[src/bpa_pkg.sv]
// ----------------------------------------------------------------------------
// bpa_pkg
// Types, constants and a helper function shared by the buddy page allocator.
// ----------------------------------------------------------------------------
`default_nettype none

package bpa_pkg;

  localparam int PAGE_COUNT  = 4096;
  localparam int LEVEL_COUNT = 13;
  localparam int PAGE_W      = 12;
  localparam int LINK_W      = 13;
  localparam int LEVEL_W     = 4;
  localparam int TAG_W       = 16;

  localparam logic [LINK_W-1:0]  NIL        = LINK_W'(PAGE_COUNT);
  localparam logic [LINK_W-1:0]  LINK_ONE   = LINK_W'(1);
  localparam logic [LINK_W-1:0]  PAGE_LIM   = LINK_W'(PAGE_COUNT);
  localparam logic [LEVEL_W-1:0] LEVEL_LIM  = LEVEL_W'(LEVEL_COUNT);
  localparam logic [LEVEL_W-1:0] LEVEL_TOP  = LEVEL_W'(LEVEL_COUNT - 1);
  localparam logic [PAGE_W-1:0]  PAGE_LAST  = PAGE_W'(PAGE_COUNT - 1);

  localparam logic KIND_ALLOC = 1'b0;
  localparam logic KIND_FREE  = 1'b1;

  typedef struct packed {
    logic               kind;
    logic [LEVEL_W-1:0] req_level;
    logic [PAGE_W-1:0]  page_index;
    logic [TAG_W-1:0]   tag_in;
  } request_t;

  typedef struct packed {
    logic              ok;
    logic [PAGE_W-1:0] block_page;
    logic [TAG_W-1:0]  tag_out;
  } result_t;

  typedef struct packed {
    logic               free;
    logic [LEVEL_W-1:0] level;
  } desc_t;

  typedef enum logic [4:0] {
    OP_NOP,
    OP_CLR,
    OP_LOAD,
    OP_READ_X,
    OP_READ_B,
    OP_SEL_H,
    OP_INC_K,
    OP_DEC_K,
    OP_SET_U,
    OP_UL_WR,
    OP_PUSH0,
    OP_PUSH1,
    OP_TAKE_WR,
    OP_FREE_OK,
    OP_MERGE_UPD,
    OP_ALLOC_FAIL,
    OP_FREE_FAIL
  } op_t;

  typedef struct packed {
    op_t  op;
    logic push_dec;
  } cmd_t;

  typedef struct packed {
    logic kind;
    logic lvl_bad;
    logic p_oob;
    logic head_nil;
    logic k_top;
    logic k_eq_req;
    logic x_oob;
    logic rd_free;
    logic lvl_match;
    logic merge_ok;
    logic clr_done;
  } status_t;

  typedef enum logic [4:0] {
    S_CLEAR,
    S_IDLE,
    S_DECODE,
    S_SCAN,
    S_SPLIT,
    S_UL_RD,
    S_UL_WR,
    S_PUSH0,
    S_PUSH1,
    S_U_CALC,
    S_U_RD,
    S_U_CHK,
    S_NEXT_K,
    S_TAKE_WR,
    S_FREE_CHK,
    S_MERGE,
    S_MERGE_CHK,
    S_MERGE_UPD,
    S_OUT
  } state_t;

  typedef enum logic [2:0] {
    RET_SPLIT_H,
    RET_SPLIT_U,
    RET_TAKE,
    RET_MERGE,
    RET_FREE
  } ret_t;

  function automatic logic [LEVEL_W-1:0] lvl_clamp(input logic [LEVEL_W-1:0] l);
    lvl_clamp = (l >= LEVEL_LIM) ? LEVEL_TOP : l;
  endfunction

endpackage

`default_nettype wire

[src/bpa_ctrl.sv]
// ----------------------------------------------------------------------------
// bpa_ctrl
// Sequencer for allocate (scan, split, take) and free (check, merge, push).
// ----------------------------------------------------------------------------
`default_nettype none

module bpa_ctrl (
  input  wire logic              clk,
  input  wire logic              rst,
  input  wire logic              start,
  output logic                   busy,
  output logic                   done,
  output bpa_pkg::cmd_t          cmd,
  input  wire bpa_pkg::status_t  status
);

  bpa_pkg::state_t state, state_next;
  bpa_pkg::ret_t   ret, ret_next;

  always_ff @(posedge clk) begin
    if (rst) begin
      state <= bpa_pkg::S_CLEAR;
      ret   <= bpa_pkg::RET_FREE;
    end else begin
      state <= state_next;
      ret   <= ret_next;
    end
  end

  always_comb begin
    state_next   = state;
    ret_next     = ret;
    cmd.op       = bpa_pkg::OP_NOP;
    cmd.push_dec = ret != bpa_pkg::RET_FREE;
    busy         = state != bpa_pkg::S_IDLE;
    done         = state == bpa_pkg::S_OUT;
    unique case (state)
      bpa_pkg::S_CLEAR: begin
        cmd.op = bpa_pkg::OP_CLR;
        if (status.clr_done) begin
          state_next = bpa_pkg::S_IDLE;
        end
      end
      bpa_pkg::S_IDLE: begin
        if (start) begin
          cmd.op     = bpa_pkg::OP_LOAD;
          state_next = bpa_pkg::S_DECODE;
        end
      end
      bpa_pkg::S_DECODE: begin
        if (status.kind == bpa_pkg::KIND_ALLOC) begin
          if (status.lvl_bad) begin
            cmd.op     = bpa_pkg::OP_ALLOC_FAIL;
            state_next = bpa_pkg::S_OUT;
          end else begin
            state_next = bpa_pkg::S_SCAN;
          end
        end else if (status.p_oob) begin
          cmd.op     = bpa_pkg::OP_FREE_FAIL;
          state_next = bpa_pkg::S_OUT;
        end else begin
          cmd.op     = bpa_pkg::OP_READ_X;
          state_next = bpa_pkg::S_FREE_CHK;
        end
      end
      bpa_pkg::S_SCAN: begin
        if (!status.head_nil) begin
          state_next = bpa_pkg::S_SPLIT;
        end else if (status.k_top) begin
          cmd.op     = bpa_pkg::OP_ALLOC_FAIL;
          state_next = bpa_pkg::S_OUT;
        end else begin
          cmd.op = bpa_pkg::OP_INC_K;
        end
      end
      bpa_pkg::S_SPLIT: begin
        if (status.head_nil) begin
          cmd.op     = bpa_pkg::OP_ALLOC_FAIL;
          state_next = bpa_pkg::S_OUT;
        end else begin
          cmd.op     = bpa_pkg::OP_SEL_H;
          ret_next   = status.k_eq_req ? bpa_pkg::RET_TAKE : bpa_pkg::RET_SPLIT_H;
          state_next = bpa_pkg::S_UL_RD;
        end
      end
      bpa_pkg::S_UL_RD: begin
        cmd.op     = bpa_pkg::OP_READ_X;
        state_next = bpa_pkg::S_UL_WR;
      end
      bpa_pkg::S_UL_WR: begin
        cmd.op = bpa_pkg::OP_UL_WR;
        unique case (ret)
          bpa_pkg::RET_TAKE:  state_next = bpa_pkg::S_TAKE_WR;
          bpa_pkg::RET_MERGE: state_next = bpa_pkg::S_MERGE_UPD;
          default:            state_next = bpa_pkg::S_PUSH0;
        endcase
      end
      bpa_pkg::S_PUSH0: begin
        cmd.op     = bpa_pkg::OP_PUSH0;
        state_next = bpa_pkg::S_PUSH1;
      end
      bpa_pkg::S_PUSH1: begin
        cmd.op = bpa_pkg::OP_PUSH1;
        unique case (ret)
          bpa_pkg::RET_SPLIT_H: state_next = bpa_pkg::S_U_CALC;
          bpa_pkg::RET_SPLIT_U: state_next = bpa_pkg::S_NEXT_K;
          default:              state_next = bpa_pkg::S_OUT;
        endcase
      end
      bpa_pkg::S_U_CALC: begin
        cmd.op     = bpa_pkg::OP_SET_U;
        ret_next   = bpa_pkg::RET_SPLIT_U;
        state_next = bpa_pkg::S_U_RD;
      end
      bpa_pkg::S_U_RD: begin
        if (status.x_oob) begin
          state_next = bpa_pkg::S_NEXT_K;
        end else begin
          cmd.op     = bpa_pkg::OP_READ_X;
          state_next = bpa_pkg::S_U_CHK;
        end
      end
      bpa_pkg::S_U_CHK: begin
        state_next = status.rd_free ? bpa_pkg::S_UL_WR : bpa_pkg::S_PUSH0;
      end
      bpa_pkg::S_NEXT_K: begin
        cmd.op     = bpa_pkg::OP_DEC_K;
        state_next = bpa_pkg::S_SPLIT;
      end
      bpa_pkg::S_TAKE_WR: begin
        cmd.op     = bpa_pkg::OP_TAKE_WR;
        state_next = bpa_pkg::S_OUT;
      end
      bpa_pkg::S_FREE_CHK: begin
        if (status.rd_free) begin
          cmd.op     = bpa_pkg::OP_FREE_FAIL;
          state_next = bpa_pkg::S_OUT;
        end else begin
          cmd.op     = bpa_pkg::OP_FREE_OK;
          state_next = bpa_pkg::S_MERGE;
        end
      end
      bpa_pkg::S_MERGE: begin
        if (status.merge_ok) begin
          cmd.op     = bpa_pkg::OP_READ_B;
          ret_next   = bpa_pkg::RET_MERGE;
          state_next = bpa_pkg::S_MERGE_CHK;
        end else begin
          ret_next   = bpa_pkg::RET_FREE;
          state_next = bpa_pkg::S_PUSH0;
        end
      end
      bpa_pkg::S_MERGE_CHK: begin
        if (status.rd_free && status.lvl_match) begin
          state_next = bpa_pkg::S_UL_WR;
        end else begin
          ret_next   = bpa_pkg::RET_FREE;
          state_next = bpa_pkg::S_PUSH0;
        end
      end
      bpa_pkg::S_MERGE_UPD: begin
        cmd.op     = bpa_pkg::OP_MERGE_UPD;
        state_next = bpa_pkg::S_MERGE;
      end
      bpa_pkg::S_OUT: begin
        state_next = bpa_pkg::S_IDLE;
      end
      default: begin
        state_next = bpa_pkg::S_IDLE;
      end
    endcase
  end

  a_done_single: assert property (@(posedge clk) disable iff (rst) done |=> !done)
    else $error("result strobe longer than one cycle");
  a_accept_busy: assert property (@(posedge clk) disable iff (rst)
    (start && !busy) |=> busy)
    else $error("accepted item did not raise busy");
  a_done_while_busy: assert property (@(posedge clk) disable iff (rst) done |-> busy)
    else $error("result strobe while idle");

endmodule

`default_nettype wire

[config.mk]
export PLATFORM = sky130hd
export DESIGN_NAME = bpa_ctrl
export DESIGN_NICKNAME = d
export VERILOG_FILES = /design/src/bpa_pkg.sv /design/src/bpa_ctrl.sv
export SDC_FILE = /design/constraint.sdc
export NUM_CORES = 1
export LEC_CHECK = 0
export ABC_AREA = 1
export BUFFER_PORTS_ARGS = -buffer_cell sky130_fd_sc_hd__buf_2
export CAP_MARGIN = 20
export CORE_MARGIN = 3
export CORE_UTILIZATION = 45
export CTS_BUF_LIST = sky130_fd_sc_hd__clkbuf_16
export CTS_CLUSTER_SIZE = 28
export DETAILED_ROUTE_END_ITERATION = 10
export PLACE_DENSITY = 0.68
export SLEW_MARGIN = 20
export SYNTH_ARGS = -nofsm -noshare
export SYNTH_HDL_FRONTEND = slang
export SYNTH_SLANG_ARGS = --single-unit
[constraint.sdc]
create_clock -name clk -period 1.97 [get_ports clk]
set_clock_uncertainty 0.2 [all_clocks]
set_input_delay 0.394 -clock clk [delete_from_list [all_inputs] [get_ports clk]]
set_output_delay 0.394 -clock clk [all_outputs]
set_load 0.05 [all_outputs]
==> summary.md <==
| Metric | Value |
|---|---|
| Met2 wire length | `2450 um` |
| Maximum cell stage delay along the critical path | `0.43 ns` |
| Routed length on met3 | `864 um` |
| Clock buffers created by TritonCTS | `3` |
| Library cell contributing the largest single delay on the critical path | `sky130_fd_sc_hd__dfxtp_4` |
| Worst hold path cell count | `2` |
| Maximum root-to-sink buffer count | `2` |
| Series of cell instances along the critical path | `inv_6 > nor2_4 > nand3_4 > nor3_4 > nor2_4 > nand4_1 > buf_6` |
| Final WS setup | `-0.263 ns` |
| Nature of the critical path endpoint | `primary output` |
| Number of fillers in the final layout | `102` |
| Final standard cell area without fillers | `1860 sq um` |
| Top routing layer in use | `met4` |
| Gate Count Post-Synth | `203` |
| Slew margin rel. | `73.4%` |
| Vias in the first global route | `1661` |
| Synthesized netlist net count | `217` |
| Number of synthesized flops with an enable pin | `0` |
| Final period demand of the worst path | `2.23 ns` |
| Number of core rows | `16` |
| CTS sink cnt | `8` |
| Sequential element share of the synthesized area | `15.6%` |
| Post-DP HPWL | `3270 um` |
| Kind of start point of the critical path | `flop` |
| Placement-stage worst setup slack | `-0.0706 ns` |
| Flip-flop cell with the highest count after synthesis | `sky130_fd_sc_hd__dfxtp_1` |
| Total grt overflow | `0` |
| Share of the clock period used by the worst path after layout | `113%` |
| Core Footprint | `2060 sq um` |
| Delay-heaviest family, CP | `simple AND/OR/NAND/NOR gates` |
| Weighted congestion reported at the end of routability-driven placement | `0.991` |
| Total number of yosys warnings | `0` |
| Crit path max fanout | `6` |
| Met1 layer wirelength in the final routing | `1900 um` |
| Die Ht | `53.8 um` |
| Per-cell routed wire length | `19.6 um` |
| Max Transition Viols Final | `0` |
| Maximum number of pins on one net before global-route repair | `8` |
| Buffers & Inverters on Critical Path | `2` |
| Clk_lat worst skew | `0.24 ns` |
| Layout area overhead | `81.0%` |
| Most area-consuming cells after synthesis | `sky130_fd_sc_hd__nand2_1 (20%), sky130_fd_sc_hd__nor2_1 (16%), sky130_fd_sc_hd__dfxtp_1 (16%)` |
| Synthesized cell area | `1030 sq um` |
| Non-Filler Instances | `297` |
| Total wirelength of the detailed-routed design | `5810 um` |
| Final count of negative-setup-slack endpoints | `6` |
| Least-Margin Pin Slew | `0.395 ns` |
| Category of the critical setup timing path | `flop to primary output` |
| Clock H-tree levels | `1` |
| RSZ-0062 raised after global routing | `yes` |
| Overall die width | `53.8 um` |
| Clock-pin transition on the worst setup and hold timing paths | `0.05 ns` |
| Layout Nets | `285` |
| Initial drt markers | `230` |
| Count of antenna-violating nets left after detailed routing | `0` |
| Via count | `1929` |
| Data arrival time of the critical path | `1.64 ns` |
| Count of antenna diodes in the layout | `0` |
| Combined area of the multi-input logic cells | `946 sq um` |
| Initial antenna violation count | `0` |
| Cell Area, Placed | `1390 sq um` |
| Post-synthesis cell type count | `20` |
| Fraction of post-synthesis cell area in the top cell type by area | `20.0%` |
| Cell type contributing the most total cell area after synthesis | `sky130_fd_sc_hd__nand2_1` |
| Leading cell type by number of instances after synthesis | `sky130_fd_sc_hd__nand2_1` |
| Cell depth of the worst setup path | `7` |
| CP dominant cell by count | `sky130_fd_sc_hd__nor2_4` |
| End-of-flow core utilization | `90.4%` |
| R2R cell count | `11` |
| Final hold violations | `0` |
| Max Freq | `448 MHz` |
| Worst supply voltage drop on vdd | `1.11 mV` |
| Outcome | `finished, violations left` |
| Share of final-layout standard cells stronger than drive strength 1 | `47.8%` |
| Dpl cells | `274` |
| Mean post-synth cell area | `5.07 sq um` |
| Leakage power | `0.00103 uW` |
| GRT Resource Usage Total | `38.3%` |
| Async SR Flop Fraction | `0%` |
| Hold-fix buffers, CTS | `0` |
| Required arrival time at the worst endpoint | `1.38 ns` |
| Leading post-synthesis cells by instance count | `sky130_fd_sc_hd__nand2_1 (55), sky130_fd_sc_hd__nor2_1 (43), sky130_fd_sc_hd__inv_1 (31), sky130_fd_sc_hd__nand3_1 (26)` |
| Count of TritonRoute iterations in the first routing pass | `6` |
| Sequential cell area | `179 sq um` |
| PortBufs | `21` |
| FF+latch count, synth | `8` |
| P per Cell Area | `1470 nW/um^2` |
| Post-DR vias/cell | `6.49` |
| Cell at the root of the clock tree | `sky130_fd_sc_hd__clkbuf_16` |
| Violations in the final reports | `setup timing` |
| Initial core utilization | `49.9%` |
| Max_cap viols | `0` |
| First-pass GRT wire length | `7880 um` |
| Class of the tightest hold or removal check | `input pin to flop` |
| Clock tree from TritonCTS | `built` |
| Top-Level Pins | `22` |
| Total die area | `2900 sq um` |
| DRC violation count after routing | `0` |
[sequential cells by signal, indices dropped and copies added, names as in the netlist]
name and flops:
state 5, ret 3
[final timing paths]
kind / start / endpoint / slack [ns]
worst max-delay path: state[1] / cmd[2] / -0.26
worst min-delay path: rst / state[1] / 0.18
worst max register to register: state[2] / state[0] / 0.01
worst min register to register: ret[1] / ret[1] / 0.31
[cells by family (layout without fill, tap and decap cells)]
kind of cell           count (synthesis)  in the layout  share of synthesized area (%)
and+or+nand+nor                      144            144                           60.5
buffers and inverters                 35            102                           14.2
AOI/OAI and AO/OA                     16             16                           9.72
DFF                                    8              8                           15.6
[metrics by stage]
| stage | setup TNS, ns | power, uW | hold WS, ns |
|---|---|---|---|
| 6_report | -1.06 | 2740 | 0.184 |
| 2_1_floorplan | -0.0370 | 1250 | 0.251 |
| 4_1_cts | -0.774 | 2240 | 0.191 |
| 3_5_place_dp | -0.159 | 1610 | 0.303 |
| 5_1_grt | -1.35 | 2820 | 0.200 |
| 3_3_place_gp | -0.233 | 1610 | 0.272 |
[timing repair]
action	4_1_cts	5_1_grt
buffers inserted	13	9
resized for setup	41	38
cloned	0	0
setup endpoints to repair	6	8
pin swaps	10	22
[cell usage in the layout, fill, tap and decap left out]
cell type and instances:
sky130_fd_sc_hd__buf_4 43, sky130_fd_sc_hd__nand2_1 41, sky130_fd_sc_hd__nor2_1 33, sky130_fd_sc_hd__inv_1 22
sky130_fd_sc_hd__nand3_1 18, sky130_fd_sc_hd__buf_2 14, sky130_fd_sc_hd__nand2_2 10, sky130_fd_sc_hd__nor2_4 9
sky130_fd_sc_hd__inv_2 8, sky130_fd_sc_hd__nand3_2 6, sky130_fd_sc_hd__buf_6 6, sky130_fd_sc_hd__nand2_4 5
sky130_fd_sc_hd__nor2_2 5, sky130_fd_sc_hd__nand4_1 5, sky130_fd_sc_hd__nor3_1 5, sky130_fd_sc_hd__dfxtp_4 5
sky130_fd_sc_hd__a21oi_1 4, sky130_fd_sc_hd__o21ai_0 4, sky130_fd_sc_hd__a31oi_1 3, sky130_fd_sc_hd__clkbuf_16 3
sky130_fd_sc_hd__dfxtp_1 3, sky130_fd_sc_hd__inv_6 2, sky130_fd_sc_hd__nand3_4 2, sky130_fd_sc_hd__nor3_4 2
sky130_fd_sc_hd__nor3_2 2, sky130_fd_sc_hd__inv_8 1, sky130_fd_sc_hd__nand3b_1 1, sky130_fd_sc_hd__inv_4 1
sky130_fd_sc_hd__o21ai_2 1, sky130_fd_sc_hd__o22ai_4 1, sky130_fd_sc_hd__o2111a_1 1, sky130_fd_sc_hd__a21oi_2 1
sky130_fd_sc_hd__o21a_1 1, sky130_fd_sc_hd__buf_8 1, sky130_fd_sc_hd__clkbuf_4 1
[report_power, final]
part	switching, uW	internal (uW)	leakage, uW	total [uW]
registers	134	228	0.0000687	362
clock network	105	267	0.0000423	371
logic	1230	780	0.000920	2010
[final cells by class]
type,count,area share (%)
Clock buffer,3,4.03
Sequential cell,8,9.60
Tap cell,27,1.81
Timing Repair Buffer,65,25.9
Clock inverter,1,0.201
Inverter,33,7.72
Multi-Input combinational cell,160,50.7
[routing by layer]
| metal | vias up | track usage [%] |
|---|---|---|
| li1 | 788 | - |
| met1 | 824 | 44.1 |
| met2 | 228 | 64.1 |
| met3 | 89 | 9.14 |
| met4 | 0 | 21.7 |
| met5 | - | 0 |
(Power assumes the default switching activity.)
